==> src/rtl/c8ic_pkg.sv <==
// Package for the CHIP-8 instruction core: constants, codes, font table,
// controller/datapath command and status structs. No dependencies.
package c8ic_pkg;

   localparam int DisplayWidthDefault  = 64;
   localparam int DisplayHeightDefault = 32;
   localparam int MemDepthDefault      = 4096;
   localparam int StackDepthDefault    = 16;

   localparam int ADDR_W  = 12;
   localparam int ROW_W   = 64;
   localparam int FONT_N  = 80;

   localparam logic [ADDR_W-1:0] RESET_START = 12'h200;

   localparam logic [1:0] ACT_WRITE = 2'd0;
   localparam logic [1:0] ACT_EXEC  = 2'd1;
   localparam logic [1:0] ACT_ROW   = 2'd2;

   localparam logic [1:0] ST_OK        = 2'd0;
   localparam logic [1:0] ST_OVERFLOW  = 2'd1;
   localparam logic [1:0] ST_UNDERFLOW = 2'd2;
   localparam logic [1:0] ST_UNIMPL    = 2'd3;

   localparam logic [3:0] OP_SYS  = 4'h0;
   localparam logic [3:0] OP_CALL = 4'h2;
   localparam logic [3:0] OP_SETV = 4'h6;
   localparam logic [3:0] OP_SETI = 4'hA;
   localparam logic [3:0] OP_DRAW = 4'hD;
   localparam logic [11:0] NNN_CLS = 12'h0E0;
   localparam logic [11:0] NNN_RET = 12'h0EE;

   // datapath commands issued by the controller
   typedef enum logic [3:0] {
      CMD_NONE,
      CMD_MEM_WRITE,   // store item byte
      CMD_FETCH_HI,    // read memory at pc
      CMD_FETCH_LO,    // latch hi byte, read memory at pc+1
      CMD_DECODE,      // latch opcode, advance pc
      CMD_EXECUTE,     // simple ops, draw setup
      CMD_CLEAR_ROW,   // clear row at counter
      CMD_DRAW_READ,   // read sprite byte and frame row
      CMD_DRAW_WRITE,  // xor row back
      CMD_ROW_READ,    // read display row
      CMD_RESPOND      // drive result
   } cmd_type;

   typedef struct packed {
      cmd_type          cmd;
      logic [1:0]       status;
   } ctl_type;

   typedef struct packed {
      logic [3:0]  op_class;
      logic [11:0] nnn;
      logic        stack_full;
      logic        stack_empty;
      logic        clear_last;
      logic        draw_last;
   } sts_type;

   function automatic logic [7:0] font_byte(input logic [6:0] idx);
      logic [7:0] glyphs [0:FONT_N-1];
      glyphs = '{
         8'hF0,8'h90,8'h90,8'h90,8'hF0,8'h20,8'h60,8'h20,8'h20,8'h70,
         8'hF0,8'h10,8'hF0,8'h80,8'hF0,8'hF0,8'h10,8'hF0,8'h10,8'hF0,
         8'h90,8'h90,8'hF0,8'h10,8'h10,8'hF0,8'h80,8'hF0,8'h10,8'hF0,
         8'hF0,8'h80,8'hF0,8'h90,8'hF0,8'hF0,8'h10,8'h20,8'h40,8'h40,
         8'hF0,8'h90,8'hF0,8'h90,8'hF0,8'hF0,8'h90,8'hF0,8'h10,8'hF0,
         8'hF0,8'h90,8'hF0,8'h90,8'h90,8'hE0,8'h90,8'hE0,8'h90,8'hE0,
         8'hF0,8'h80,8'h80,8'h80,8'hF0,8'hE0,8'h90,8'h90,8'h90,8'hE0,
         8'hF0,8'h80,8'hF0,8'h80,8'hF0,8'hF0,8'h80,8'hF0,8'h80,8'h80};
      return (idx < 7'(FONT_N)) ? glyphs[idx] : 8'h00;
   endfunction

endpackage

==> src/rtl/c8ic_controller.sv <==
// Controller state machine of the CHIP-8 instruction core.
// Depends on c8ic_pkg; sequences the datapath by command and status structs.
module c8ic_controller (
   input  logic               clock,
   input  logic               reset,
   input  logic               start,
   input  logic [1:0]         action,
   input  c8ic_pkg::sts_type  sts,
   output c8ic_pkg::ctl_type  ctl,
   output logic               busy
);
   import c8ic_pkg::*;

   typedef enum logic [3:0] {
      S_IDLE, S_FETCH_HI, S_FETCH_LO, S_DECODE, S_EXECUTE,
      S_CLEAR, S_DRAW_READ, S_DRAW_WRITE, S_ROW, S_RESPOND
   } state_type;

   state_type  state_ff, state_in;
   logic [1:0] status_ff, status_in;

   // next state and status
   always_comb begin
      state_in  = state_ff;
      status_in = status_ff;
      case (state_ff)
         S_IDLE: begin
            status_in = ST_OK;
            if (start) begin
               if (action == ACT_EXEC) state_in = S_FETCH_HI;
               else if (action == ACT_ROW) state_in = S_ROW;
               else state_in = S_RESPOND;
            end
         end
         S_FETCH_HI: state_in = S_FETCH_LO;
         S_FETCH_LO: state_in = S_DECODE;
         S_DECODE:   state_in = S_EXECUTE;
         S_EXECUTE: begin
            state_in = S_RESPOND;
            case (sts.op_class)
               OP_SYS: begin
                  if (sts.nnn == NNN_CLS) state_in = S_CLEAR;
                  else if (sts.nnn == NNN_RET) begin
                     if (sts.stack_empty) status_in = ST_UNDERFLOW;
                  end else status_in = ST_UNIMPL;
               end
               OP_CALL: if (sts.stack_full) status_in = ST_OVERFLOW;
               OP_SETV, OP_SETI: ;
               OP_DRAW: if (!sts.draw_last) state_in = S_DRAW_READ;
               default: status_in = ST_UNIMPL;
            endcase
         end
         S_CLEAR:      if (sts.clear_last) state_in = S_RESPOND;
         S_DRAW_READ:  state_in = S_DRAW_WRITE;
         S_DRAW_WRITE: state_in = sts.draw_last ? S_RESPOND : S_DRAW_READ;
         S_ROW:        state_in = S_RESPOND;
         S_RESPOND:    state_in = S_IDLE;
         default:      state_in = S_IDLE;
      endcase
   end

   // hold state
   always_ff @(posedge clock) begin
      if (reset) begin
         state_ff  <= S_IDLE;
         status_ff <= ST_OK;
      end else begin
         state_ff  <= state_in;
         status_ff <= status_in;
      end
   end

   // decode commands
   always_comb begin
      ctl.status = status_ff;
      case (state_ff)
         S_IDLE:       ctl.cmd = (start && action == ACT_WRITE) ? CMD_MEM_WRITE : CMD_NONE;
         S_FETCH_HI:   ctl.cmd = CMD_FETCH_HI;
         S_FETCH_LO:   ctl.cmd = CMD_FETCH_LO;
         S_DECODE:     ctl.cmd = CMD_DECODE;
         S_EXECUTE:    ctl.cmd = CMD_EXECUTE;
         S_CLEAR:      ctl.cmd = CMD_CLEAR_ROW;
         S_DRAW_READ:  ctl.cmd = CMD_DRAW_READ;
         S_DRAW_WRITE: ctl.cmd = CMD_DRAW_WRITE;
         S_ROW:        ctl.cmd = CMD_ROW_READ;
         S_RESPOND:    ctl.cmd = CMD_RESPOND;
         default:      ctl.cmd = CMD_NONE;
      endcase
   end

   assign busy = (state_ff != S_IDLE);

endmodule

==> config.mk <==
export PLATFORM = sky130hd
export DESIGN_NAME = c8ic_controller
export DESIGN_NICKNAME = d
export VERILOG_FILES = /design/src/rtl/c8ic_pkg.sv /design/src/rtl/c8ic_controller.sv
export SDC_FILE = /design/constraint.sdc
export NUM_CORES = 1
export LEC_CHECK = 0
export BUFFER_PORTS_ARGS = -buffer_cell sky130_fd_sc_hd__clkbuf_2
export CORE_UTILIZATION = 44
export DETAILED_ROUTE_END_ITERATION = 10
export GPL_ROUTABILITY_DRIVEN = 0
export PLACE_DENSITY = 0.77
export SYNTH_ARGS = -nofsm -noshare
export SYNTH_HDL_FRONTEND = slang
export SYNTH_SLANG_ARGS = --single-unit
==> constraint.sdc <==
create_clock -name clock -period 1.96 [get_ports clock]
set_clock_uncertainty 0.05 [all_clocks]
set_input_delay 0.588 -clock clock [delete_from_list [all_inputs] [get_ports clock]]
set_output_delay 0.588 -clock clock [all_outputs]
set_load 0.05 [all_outputs]
Word-level counts from Yosys, hierarchy flattened --
Index checks and enable logic that the tools add are counted.
Storage, ports and cells: memories 0, memory bits (read-only) 0, bits in latches 0, output and inout bits 7, bits in writable memories 0, flip-flop bits (word level) 6
Cells by class: equal/unequal tests 23, $mul 0, shift-type cells 0, magnitude comparators 0, div/mod/pow operators 0, mux-type cells 16, bitwise gates (word level) 0, add/sub/neg operators 0, reduce and logical (&&, ||, !) cells 9
Operator list (number):
- one-hot mux 4 bit (10 select lines) | 1
- one-hot mux 4 bit (9 select lines) | 1
- equality test 12 x 8 -> 1 bit, second input constant | 2
- equality test 4 x 3 -> 1 bit, second input constant | 5
- 2-to-1 mux 4 bit | 5
- equality test 4 bit, second input constant | 4
- equality test 4 x 2 -> 1 bit, second input constant | 3
- zero test 4 bit | 2
- 2-to-1 mux 2 bit | 4
- one-hot mux 4 bit (2 select lines) | 1
- inequality test 2 bit, second input constant | 3
- inequality test 3 bit, second input constant | 2
- one-hot mux 2 bit (3 select lines) | 1
- AND reduction 5 bit | 1
- equality test 4 x 1 -> 1 bit, second input constant | 1
- inequality test 4 bit, second input constant | 1
- one-hot mux 2 bit (2 select lines) | 1
- nonzero test 4 bit | 1
- OR reduction 3 bit | 1
- equality test 2 x 1 -> 1 bit, second input constant | 1
- equality test 2 bit, second input constant | 1
- zero test 2 bit | 1
- 2-to-1 mux 1 bit | 2
- AND reduction 2 bit | 1
- other kinds (2) | 2

Logic depth before layout (Yosys ltp) --
Gate-level depths: netlist of the first run.
depth after elaboration 5, gate-level depth with buffers 5, mapped depth without buffers 5

Worst setup path before layout of the first run --
Ideal clock, no wire load.
path kind input to output, start input port action[1], end output port ctl[2] in the netlist's numbering, arrival 1.951 ns, stages on the path 3, path slack -0.629 ns, cells stage by stage nor2_1 -> a211oi_1 -> a211oi_1
RTL lines:
- start: declaration | line c8ic_controller.sv:7 | input logic [1:0] action,
- end: declaration | line c8ic_controller.sv:9 | output c8ic_pkg::ctl_type ctl,

Worst setup path after layout of the first run --
start register state_ff[1], end output port busy
Between the ends: longest elaborated chain between the ends 1
RTL lines:
- start: declaration | line c8ic_controller.sv:19 | state_type state_ff, state_in;
- start signal: assignment | line c8ic_controller.sv:68 | state_ff <= state_in;
- nonzero test 4 bit | line c8ic_controller.sv:91 | assign busy = (state_ff != S_IDLE);
- end: declaration | line c8ic_controller.sv:10 | output logic busy
Every way passes these cells.

==> results.sh, run 1 <==
export IMPL_place_detailed_hpwl_um=1540
export IMPL_switching_share_pct=46.4
export IMPL_post_synthesis_cell_area_um2=656
export IMPL_timing_slew_headroom_pct=72.7
export IMPL_unrepaired_setup_endpoints_after_global_routing="true"
export IMPL_worst_path_largest_cell_delay_ns=0.38
export IMPL_die_h_um=40.6
export IMPL_initial_core_util_pct=48.6
export IMPL_vias_per_cell=5.93
export IMPL_netlist_area_leader_share_pct=18.3
export IMPL_min_delay_start="status_ff[1]"
export IMPL_post_route_util_pct=78.3
export IMPL_max_vdd_ir_drop_mv=0.793
export IMPL_critical_path_top_delay_family="simple AND/OR/NAND/NOR gates"
export IMPL_drt_total_wl_um=2110
export IMPL_critical_path_max_fanout=4
export IMPL_grt_pass1_wl_um=2900
export IMPL_power_leakage_nw=0.494
export IMPL_clk_root_buffer_cell="sky130_fd_sc_hd__clkbuf_4"
export IMPL_route_met2_wl_um=1170
export IMPL_seqPwrFrac_pct=14.8
export IMPL_period_minus_ws_final_ns=2.02
export IMPL_firstDrtPassIters=4
export IMPL_drc=0
export IMPL_r2r_start="state_ff[1]"
export IMPL_chipWidth_um=40.6
export IMPL_p_int_uw=711
export IMPL_share_of_synthesized_registers_carrying_an_async_set_or_reset_pct=0
export IMPL_tns_ns=-0.121
export IMPL_dp_cells=139
export IMPL_ys_top_cells_by_count="9 x sky130_fd_sc_hd__nor2_1, 8 x sky130_fd_sc_hd__nand2_1, 7 x sky130_fd_sc_hd__nand2b_1"
export IMPL_antennaDiodeCount=0
export IMPL_power_density_nw_per_um2=1250
export IMPL_postLayoutCellArea_um2=1060
export IMPL_met3RoutedLength_um=84
export IMPL_clk_latency_ns=0.26
export IMPL_number_of_cells_traversed_by_the_worst_hold_path=2
export IMPL_hold_class="reg2reg"
export IMPL_setup_slack_ns=-0.0638
export IMPL_finalSetupViolCount=2
export IMPL_clock_power_share_pct=9.2
export IMPL_syn_instance_count=85
export IMPL_cp_arrival_ns=1.39
export IMPL_switchingPower_uw=615
export IMPL_final_hold_viol_count=0
export IMPL_dieArea_um2=1650
export IMPL_post_route_cells_drive_above_1_share_pct=53.5
export IMPL_depth_of_the_worst_register_to_register_path=7
export IMPL_clock_slew_at_the_register_clock_pins_of_the_worst_setup_and_hold_paths_ns=0.05
export IMPL_clock_tree_buffer_depth=2
export IMPL_ys_ff_latch=6
export IMPL_grt_antenna_before_repair=0
export IMPL_most_instantiated_library_cell_after_synthesis="sky130_fd_sc_hd__nor2_1"
export IMPL_cp_cell_sequence="or3_4 -> or2_4 -> buf_8"
export IMPL_design_portCount=32
export IMPL_tritoncts_clock_tree="built"
export IMPL_finalCritPeriodShare_pct=103
export IMPL_clock_fmax_mhz=494
export IMPL_gr_util_all_layers_pct=27.4
export IMPL_grt_max_degree=12
export IMPL_p_comb_share_pct=76.0
export IMPL_synth_enable_flop_cells=0
export IMPL_cp_num_buf_inv=1
export IMPL_critical_path_class="reg2out"
export IMPL_timing_critical_path_required_ns=1.32
export IMPL_worst_setup_path_end_kind="primary output"
export IMPL_ys_types=39
export IMPL_fp_row_count=13
export IMPL_fp_coreArea_um2=1350
export IMPL_synth_top_cells_by_area="sky130_fd_sc_hd__dfxtp_1 18%, sky130_fd_sc_hd__nand4b_4 7.3%, sky130_fd_sc_hd__nand2b_1 6.7%"
export IMPL_min_delay_worst_endpoint="status_ff[1]"
export IMPL_ys_seq_area_share_pct=18.3
export IMPL_dp_worst_setup_slack_ns=-0.0422
export IMPL_routedWlPerCell_um=14.7
export IMPL_area_growth_synth_to_final_pct=61.3
export IMPL_avgSynthCellArea_um2=7.71
export IMPL_crit_path_top_delay_cell="sky130_fd_sc_hd__or3_4"
export IMPL_initial_drc_count=20
export IMPL_route_antenna_remaining_nets=0
export IMPL_violations="setup timing"
export IMPL_timing_critical_path_from_type="register"
export IMPL_routed_via_count=854
export IMPL_finalNonFillerCells=144
export IMPL_grt_pass1_vias=736
export IMPL_outcome="complete, but fails checks"
export IMPL_io_buffers=31
export IMPL_cts_sink_count=6
export IMPL_final_max_slew_violation_count=0
export IMPL_placed_area_um2=928
export IMPL_highest_signal_layer="met4"
export IMPL_h_tree_levels=1
export IMPL_count_of_yosys_warnings_during_synthesis=0
export IMPL_rr_endpoint="status_ff[0]"
export IMPL_timing_worst_slew_pin_value_ns=0.404
export IMPL_net_count_of_the_mapped_netlist=110
export IMPL_wirelength_met1_um=823
export IMPL_ys_dominant_reg_cell="sky130_fd_sc_hd__dfxtp_1"
export IMPL_cts_inserted_buffers=3
export IMPL_total_of_max_cap_violations=0
export IMPL_postCtsHoldBufs=0
export IMPL_regToRegSetupSlack_ns=0.07
export IMPL_grt_overflow_total=0
export IMPL_synth_top_area_cell="sky130_fd_sc_hd__dfxtp_1"
export IMPL_design_final_nets=156
worst max-delay path by stage:
stage / end / startpoint / slack (ns) / cells past startpoint
floorplan: ctl[2] / action[1] / -0.16 / 3
global placement: ctl[2] / action[1] / 0.03 / 5
detailed placement: ctl[2] / action[1] / -0.04 / 5
CTS: busy / state_ff[1] / -0.09 / 3
global route: busy / state_ff[1] / -0.09 / 3
finish: busy / state_ff[1] / -0.06 / 3
routing by layer:
layer	track usage, %	vias up
li1	-	411
met1	29.0	405
met2	50.0	33
met3	3.33	5
met4	17.5	0
met5	0	-
power by group through the flow:
stage	clock (mW)	sequential, mW	combinational (mW)
6_report	0.122	0.196	1.01
5_1_grt	0.136	0.200	1.06
4_1_cts	0.119	0.175	0.881
3_5_place_dp	0	0.181	0.788
3_3_place_gp	0	0.181	0.774
2_1_floorplan	0	0.171	0.518
metrics by stage:
stage               power, mW  hold slack (ns)
floorplan               0.689            0.556
global placement        0.955            0.417
detailed placement      0.969            0.419
CTS                      1.17            0.427
global route             1.40            0.460
finish                   1.33            0.429
cells in the final DEF, fill, tap and decap left out, drive strengths merged, types with 3 or more instances in the layout:
cell,instances
a211oi,3
a21oi,3
and3,3
buf,16
clkbuf,32
dfxtp,6
mux2i,3
nand2,8
nand2b,7
nand4b,4
nor2,10
o21ai,8
registers in the layout, summed over array words and instances, names as in the netlist:
| register | cells |
|---|---|
| state_ff | 4 |
| status_ff | 2 |
worst min-delay path, cell delays in order, from the launching register on:
cell and delay [ns]:
sky130_fd_sc_hd__dfxtp_1 0.30, sky130_fd_sc_hd__nand2b_1 0.07, sky130_fd_sc_hd__mux2i_1 0.06
layout make-up:
class / instances / area, um2
Timing Repair Buffer: 45 / 312
Sequential cell: 6 / 130
Inverter: 1 / 3.75
Tap cell: 15 / 18.8
Clock buffer: 3 / 22.5
Fill cell: 93 / 293
Multi-Input combinational cell: 74 / 571
repair_timing:
item                       4_1_cts  5_1_grt
gates resized for setup         10       17
setup endpoints to repair        5        7
pin swaps                        2        5
buffers inserted                 1        1
cells by family (layout without fill, tap and decap cells):
logic type,after synthesis,count (layout),synth area share (%)
compound gates,22,22,21.9
xor+xnor,1,1,1.34
buf+inv,5,49,3.43
flops,6,6,18.3
mux,3,3,4.58
simple gates,48,48,50.4
Note: power is estimated with default switching activity, not from simulation.
==> inputs of run 2 (changes only) <==
--- a/config.mk
+++ b/config.mk
@@ -5,8 +5,9 @@
 export SDC_FILE = /design/constraint.sdc
 export NUM_CORES = 1
 export LEC_CHECK = 0
+export ABC_AREA = 1
 export BUFFER_PORTS_ARGS = -buffer_cell sky130_fd_sc_hd__clkbuf_2
-export CORE_UTILIZATION = 44
+export CORE_UTILIZATION = 45
 export DETAILED_ROUTE_END_ITERATION = 10
 export GPL_ROUTABILITY_DRIVEN = 0
 export PLACE_DENSITY = 0.77
==> results.sh, run 2 <==
export IMPL_outcome="finished clean"
export IMPL_synth_enable_flop_cells=0
export IMPL_final_max_slew_violation_count=0
export IMPL_timing_slew_headroom_pct=81.6
export IMPL_switchingPower_uw=690
export IMPL_clk_latency_ns=0.25
export IMPL_dieArea_um2=1700
export IMPL_design_final_nets=190
export IMPL_setup_slack_ns=0.0450
export IMPL_gr_util_all_layers_pct=24.4
export IMPL_fp_row_count=13
export IMPL_ys_ff_latch=6
export IMPL_critical_path_class="reg2out"
export IMPL_gr_usage_met1_pct=24.6
export IMPL_drt_total_wl_um=1770
export IMPL_grt_pass1_vias=730
export IMPL_count_of_yosys_warnings_during_synthesis=0
export IMPL_design_portCount=32
export IMPL_placed_area_um2=883
export IMPL_finalSetupViolCount=0
export IMPL_synth_top_area_cell="sky130_fd_sc_hd__dfxtp_1"
export IMPL_grt_pass1_wl_um=2720
export IMPL_largest_reg_flops=4
export IMPL_post_synthesis_cell_area_um2=694
export IMPL_clk_root_buffer_cell="sky130_fd_sc_hd__clkbuf_4"
export IMPL_switching_share_pct=57.0
export IMPL_post_route_cells_drive_above_1_share_pct=39.9
export IMPL_unrepaired_setup_endpoints_after_global_routing="true"
export IMPL_clock_fmax_mhz=522
export IMPL_tns_ns=0
export IMPL_firstDrtPassIters=4
export IMPL_die_h_um=41.3
export IMPL_grt_overflow_total=0
export IMPL_power_density_nw_per_um2=1270
export IMPL_routed_via_count=879
export IMPL_tritoncts_clock_tree="built"
export IMPL_hold_class="reg2reg"
export IMPL_max_flop_register="state_ff"
export IMPL_clock_slew_at_the_register_clock_pins_of_the_worst_setup_and_hold_paths_ns=0.05
export IMPL_share_of_synthesized_registers_carrying_an_async_set_or_reset_pct=0
export IMPL_most_instantiated_library_cell_after_synthesis="sky130_fd_sc_hd__nand2_1"
export IMPL_timing_worst_slew_pin_value_ns=0.277
export IMPL_power_leakage_nw=0.536
export IMPL_layout_cells_most_common_list="28 x sky130_fd_sc_hd__clkbuf_2, 25 x sky130_fd_sc_hd__nand2_1, 19 x sky130_fd_sc_hd__inv_1"
export IMPL_mostFrequentLayoutCell="sky130_fd_sc_hd__clkbuf_2"
export IMPL_cp_arrival_ns=1.28
export IMPL_critical_path_max_fanout=5
export IMPL_route_antenna_remaining_nets=0
export IMPL_cts_sink_count=6
export IMPL_ys_dominant_reg_cell="sky130_fd_sc_hd__dfxtp_1"
export IMPL_global_route_peak_usage_layer="met2"
export IMPL_worst_setup_path_end_kind="primary output"
export IMPL_avgSynthCellArea_um2=5.51
export IMPL_io_buffers=31
export IMPL_cts_inserted_buffers=3
export IMPL_initial_drc_count=24
export IMPL_total_of_max_cap_violations=0
export IMPL_timing_critical_path_required_ns=1.32
export IMPL_max_vdd_ir_drop_mv=0.539
export IMPL_hold_slack_ns=0.430
export IMPL_netlist_area_leader_share_pct=17.3
export IMPL_nFillCells=129
export IMPL_antennaDiodeCount=0
export IMPL_dp_worst_setup_slack_ns=-0.0103
export IMPL_area_of_the_multi_input_gates_um2=479
export IMPL_p_int_uw=521
export IMPL_syn_instance_count=126
export IMPL_fp_coreArea_um2=1370
export IMPL_finalCritPeriodShare_pct=97.7
export IMPL_groute_layer_met2_usage_pct=48.4
export IMPL_h_tree_levels=1
export IMPL_synth_top_cells_by_area="sky130_fd_sc_hd__dfxtp_1 17%, sky130_fd_sc_hd__nand2_1 14%, sky130_fd_sc_hd__inv_1 11%"
export IMPL_drc=0
export IMPL_postLayoutCellArea_um2=952
export IMPL_area_growth_synth_to_final_pct=37.1
export IMPL_ys_types=22
export IMPL_timing_critical_path_from_type="register"
export IMPL_worst_setup_path_startpoint="state_ff[2]"
export IMPL_gr_usage_met3_pct=4.89
export IMPL_clock_power_share_pct=9.9
export IMPL_post_route_util_pct=69.7
export IMPL_vias_per_cell=4.94
export IMPL_initial_core_util_pct=50.8
export IMPL_ys_top_cells_by_count="25 x sky130_fd_sc_hd__nand2_1, 21 x sky130_fd_sc_hd__inv_1, 20 x sky130_fd_sc_hd__nor2_1"
export IMPL_net_count_of_the_mapped_netlist=151
export IMPL_seqPwrFrac_pct=18.3
export IMPL_grt_antenna_before_repair=0
export IMPL_grt_max_degree=7
export IMPL_reg_largest_list="state_ff (4), status_ff (2)"
export IMPL_final_hold_viol_count=0
export IMPL_seqCellArea_um2=129
export IMPL_period_minus_ws_final_ns=1.91
export IMPL_min_delay_start="status_ff[1]"
export IMPL_chipWidth_um=41.3
export IMPL_ys_seq_area_share_pct=17.3
export IMPL_r2r_start="state_ff[3]"
export IMPL_p_comb_share_pct=71.7
export IMPL_routedWlPerCell_um=9.94
export IMPL_clock_tree_buffer_depth=2
export IMPL_place_detailed_hpwl_um=1510
## run 2: cell count changes after synthesis, sizes merged, moves of 3 or more
cell / change
inv: +27
nand2: +20
nor2: +17
nand3: +11
nand2b: -7
nand4b: -4
a211oi: -3
and3: -3
mux2i: -3
nand4: +3
## run 2: cell type report
type	count	area share [%]
clock buffer	3	2.37
timing repair buffer	35	20.8
sequential	6	13.5
inverter	28	11.0
multi-input combinational	91	50.3
tap	15	1.97
## run 2: worst max-delay path, stage by stage, from the launching register on
cell and delay [ns]:
sky130_fd_sc_hd__dfxtp_4 0.36, sky130_fd_sc_hd__nor2_4 0.12, sky130_fd_sc_hd__nor2_2 0.06, sky130_fd_sc_hd__a311oi_2 0.28
sky130_fd_sc_hd__buf_6 0.20
## run 2: path summary, 6_finish.rpt
path / cells past startpoint / slack [ns] / to
max: 4 / 0.05 / ctl[2]
min: 2 / 0.43 / status_ff[1]
max reg2reg: 9 / 0.57 / status_ff[0]
min reg2reg: 2 / 0.43 / status_ff[1]
## run 2: cells by family after synthesis
| group | Yosys count | synth area share [%] |
|---|---|---|
| AO/OA/AOI/OAI | 15 | 12.3 |
| flip-flops | 6 | 17.3 |
| AND/OR/NAND/NOR | 76 | 53.7 |
| buffers and inverters | 29 | 16.8 |
## run 2: metrics by stage
step                      std cells  total power, mW
final                           178             1.21
after global routing            178             1.32
after CTS                       176             1.18
after detailed placement        173             1.04
after global placement          173             1.03
after floorplan                 126            0.872
## run 2: per-layer routing
metal  share of wire [%]  up-vias  wire length [um]
met4                0.28        0                 5
li1                    -      478                 -
met5                   0        -                 0
met3                 4.0        2                71
met2                  54       26               949
met1                  42      373               743
## run 2: what timing repair did
action                                  CTS  global route
endpoints found under the setup margin    2             3
endpoints found under the hold margin     0             0
gates resized for setup                   4            13
pin swaps                                 0             2
setup buffers                             0             2
hold buffers                              0             0
## run 2: power by group through the flow
| stage | logic, mW | registers, mW | clock network, mW |
|---|---|---|---|
| detailed placement | 0.829 | 0.215 | 0 |
| floorplan | 0.597 | 0.276 | 0 |
| global placement | 0.817 | 0.214 | 0 |
| finish | 0.869 | 0.222 | 0.120 |
| global route | 0.958 | 0.228 | 0.134 |
| CTS | 0.840 | 0.215 | 0.127 |
==> inputs of run 3 (changes only) <==
--- a/config.mk
+++ b/config.mk
@@ -7,10 +7,11 @@
 export LEC_CHECK = 0
 export ABC_AREA = 1
 export BUFFER_PORTS_ARGS = -buffer_cell sky130_fd_sc_hd__clkbuf_2
-export CORE_UTILIZATION = 45
+export CORE_UTILIZATION = 41
 export DETAILED_ROUTE_END_ITERATION = 10
 export GPL_ROUTABILITY_DRIVEN = 0
-export PLACE_DENSITY = 0.77
+export PLACE_DENSITY = 0.74
+export SLEW_MARGIN = 20
 export SYNTH_ARGS = -nofsm -noshare
 export SYNTH_HDL_FRONTEND = slang
 export SYNTH_SLANG_ARGS = --single-unit
==> constraint.sdc (replaced) <==
create_clock -name clock -period 1.55 [get_ports clock]
set_clock_uncertainty 0.05 [all_clocks]
set_input_delay 0.465 -clock clock [delete_from_list [all_inputs] [get_ports clock]]
set_output_delay 0.465 -clock clock [all_outputs]
set_load 0.05 [all_outputs]
==> results.sh, run 3 (synthesized netlist as in run 2, its figures left out) <==
export IMPL_cts_inserted_buffers=3
export IMPL_place_detailed_hpwl_um=1630
export IMPL_io_buffers=31
export IMPL_cts_sink_count=6
export IMPL_clock_tree_buffer_depth=2
export IMPL_layout_cells_most_common_list="26 x sky130_fd_sc_hd__clkbuf_2, 21 x sky130_fd_sc_hd__nand2_1, 17 x sky130_fd_sc_hd__nor2_1, 17 x sky130_fd_sc_hd__inv_1, 10 x sky130_fd_sc_hd__buf_4"
export IMPL_post_layout_total_power_mw=2.12
export IMPL_largest_reg_flops=4
export IMPL_clock_slew_at_the_register_clock_pins_of_the_worst_setup_and_hold_paths_ns=0.05
export IMPL_cp_num_buf_inv=3
export IMPL_final_max_slew_violation_count=0
export IMPL_min_delay_start="reset"
export IMPL_dieArea_um2=1860
export IMPL_tritoncts_clock_tree="built"
export IMPL_finalCritPeriodShare_pct=117
export IMPL_routed_via_count=1028
export IMPL_period_minus_ws_final_ns=1.81
export IMPL_max_flop_register="state_ff"
export IMPL_clk_latency_ns=0.25
export IMPL_clk_root_buffer_cell="sky130_fd_sc_hd__clkbuf_4"
export IMPL_design_final_nets=201
export IMPL_drc=0
export IMPL_routedWlPerCell_um=13.8
export IMPL_clock_fmax_mhz=552
export IMPL_global_route_peak_usage_layer="met2"
export IMPL_vias_per_cell=5.41
export IMPL_violations="setup timing"
export IMPL_mostFrequentLayoutCell="sky130_fd_sc_hd__clkbuf_2"
export IMPL_initial_core_util_pct=45.0
export IMPL_critical_path_max_fanout=4
export IMPL_grt_pass1_wl_um=3700
export IMPL_h_tree_levels=1
export IMPL_p_comb_share_pct=78.9
export IMPL_seqPwrFrac_pct=14.0
export IMPL_clock_power_share_pct=7.1
export IMPL_fp_row_count=14
export IMPL_switching_share_pct=52.7
export IMPL_worst_setup_path_end_kind="primary output"
export IMPL_setup_slack_ns=-0.261
export IMPL_total_of_max_cap_violations=0
export IMPL_grt_pass1_vias=913
export IMPL_postCtsHoldBufs=0
export IMPL_hold_class="in2reg"
export IMPL_grt_antenna_before_repair=0
export IMPL_cp_cell_sequence="buf_12 -> buf_6 -> nor2_4 -> nand2_2 -> buf_8"
export IMPL_max_vdd_ir_drop_mv=1.46
export IMPL_finalSetupViolCount=8
export IMPL_power_density_nw_per_um2=1730
export IMPL_area_growth_synth_to_final_pct=76.4
export IMPL_post_route_util_pct=79.5
export IMPL_grt_max_degree=6
export IMPL_grt_overflow_total=0
export IMPL_r2r_start="state_ff[1]"
export IMPL_chipWidth_um=43.2
export IMPL_cp_arrival_ns=1.30
export IMPL_worst_path_largest_cell_delay_ns=0.36
export IMPL_gr_util_all_layers_pct=26.2
export IMPL_critical_path_top_delay_family="buffers and inverters"
export IMPL_switchingPower_mw=1.12
export IMPL_die_h_um=43.2
export IMPL_gr_usage_met1_pct=31.8
export IMPL_nFillCells=115
export IMPL_fp_coreArea_um2=1540
export IMPL_antennaDiodeCount=0
export IMPL_reg_largest_list="state_ff (4), status_ff (2)"
export IMPL_timing_critical_path_from_type="register"
export IMPL_groute_layer_met2_usage_pct=46.3
export IMPL_critical_path_class="reg2out"
export IMPL_crit_path_top_delay_cell="sky130_fd_sc_hd__dfxtp_4"
export IMPL_drt_total_wl_um=2630
export IMPL_gr_usage_met3_pct=3.83
export IMPL_timing_worst_slew_pin_value_ns=0.276
export IMPL_timing_critical_path_required_ns=1.03
export IMPL_route_antenna_remaining_nets=0
export IMPL_unrepaired_setup_endpoints_after_global_routing="true"
export IMPL_design_portCount=32
export IMPL_final_hold_viol_count=0
export IMPL_initial_drc_count=36
export IMPL_post_route_cells_drive_above_1_share_pct=52.9
export IMPL_outcome="complete, but fails checks"
export IMPL_power_leakage_nw=0.638
export IMPL_firstDrtPassIters=4
export IMPL_timing_slew_headroom_pct=81.7
export IMPL_worst_setup_path_startpoint="state_ff[1]"
export IMPL_p_int_mw=1.00
==> run 3: cell count changes in the layout (fill, tap and decap cells not counted), sizes merged <==
cell | before | now
buf | 7 | 20
clkbuf | 31 | 29
==> run 3: layout make-up <==
| class | instances | area [um2] | area share [%] |
|---|---|---|---|
| Timing Repair Buffer | 46 | 350 | 28.6 |
| Sequential cell | 6 | 130 | 10.6 |
| Multi-Input combinational cell | 91 | 589 | 48.1 |
| Clock buffer | 3 | 22.5 | 1.84 |
| Tap cell | 16 | 20.0 | 1.63 |
| Inverter | 28 | 113 | 9.19 |
==> run 3: per-stage QoR <==
stage                     setup slack (ns)  cells  hold slack (ns)  setup TNS [ns]  area [um2]
final                               -0.261    190            0.371           -1.43        1220
after CTS                           -0.213    189            0.360           -1.48        1170
after global placement              -0.195    182            0.415          -0.364        1020
after global routing                -0.274    190            0.372           -1.81        1220
after detailed placement            -0.216    182            0.429          -0.511        1020
after floorplan                     -0.132    126            0.477          -0.132         749
==> run 3: what timing repair did <==
action | in CTS | in global routing
pin swaps | 13 | 10
endpoints found under the setup margin | 7 | 11
gates resized for setup | 31 | 16
buffers inserted | 5 | 3
==> run 3: worst paths after layout <==
path	to	slack [ns]	cells past startpoint
max	busy	-0.26	5
min	state_ff[2]	0.37	2
max reg2reg	status_ff[1]	-0.19	12
min reg2reg	status_ff[0]	0.42	2
==> run 3: metal layers <==
layer | routed length (um) | vias to the layer above
li1 | - | 495
met1 | 1060 | 467
met2 | 1390 | 57
met3 | 125 | 9
met4 | 57 | 0
met5 | 0 | -
==> run 3: power groups by stage <==
stage	clock network (mW)	registers (mW)	logic, mW
2_1_floorplan	0	0.356	0.818
3_3_place_gp	0	0.270	1.23
3_5_place_dp	0	0.273	1.26
4_1_cts	0.153	0.293	1.52
5_1_grt	0.167	0.300	1.75
6_report	0.150	0.296	1.67
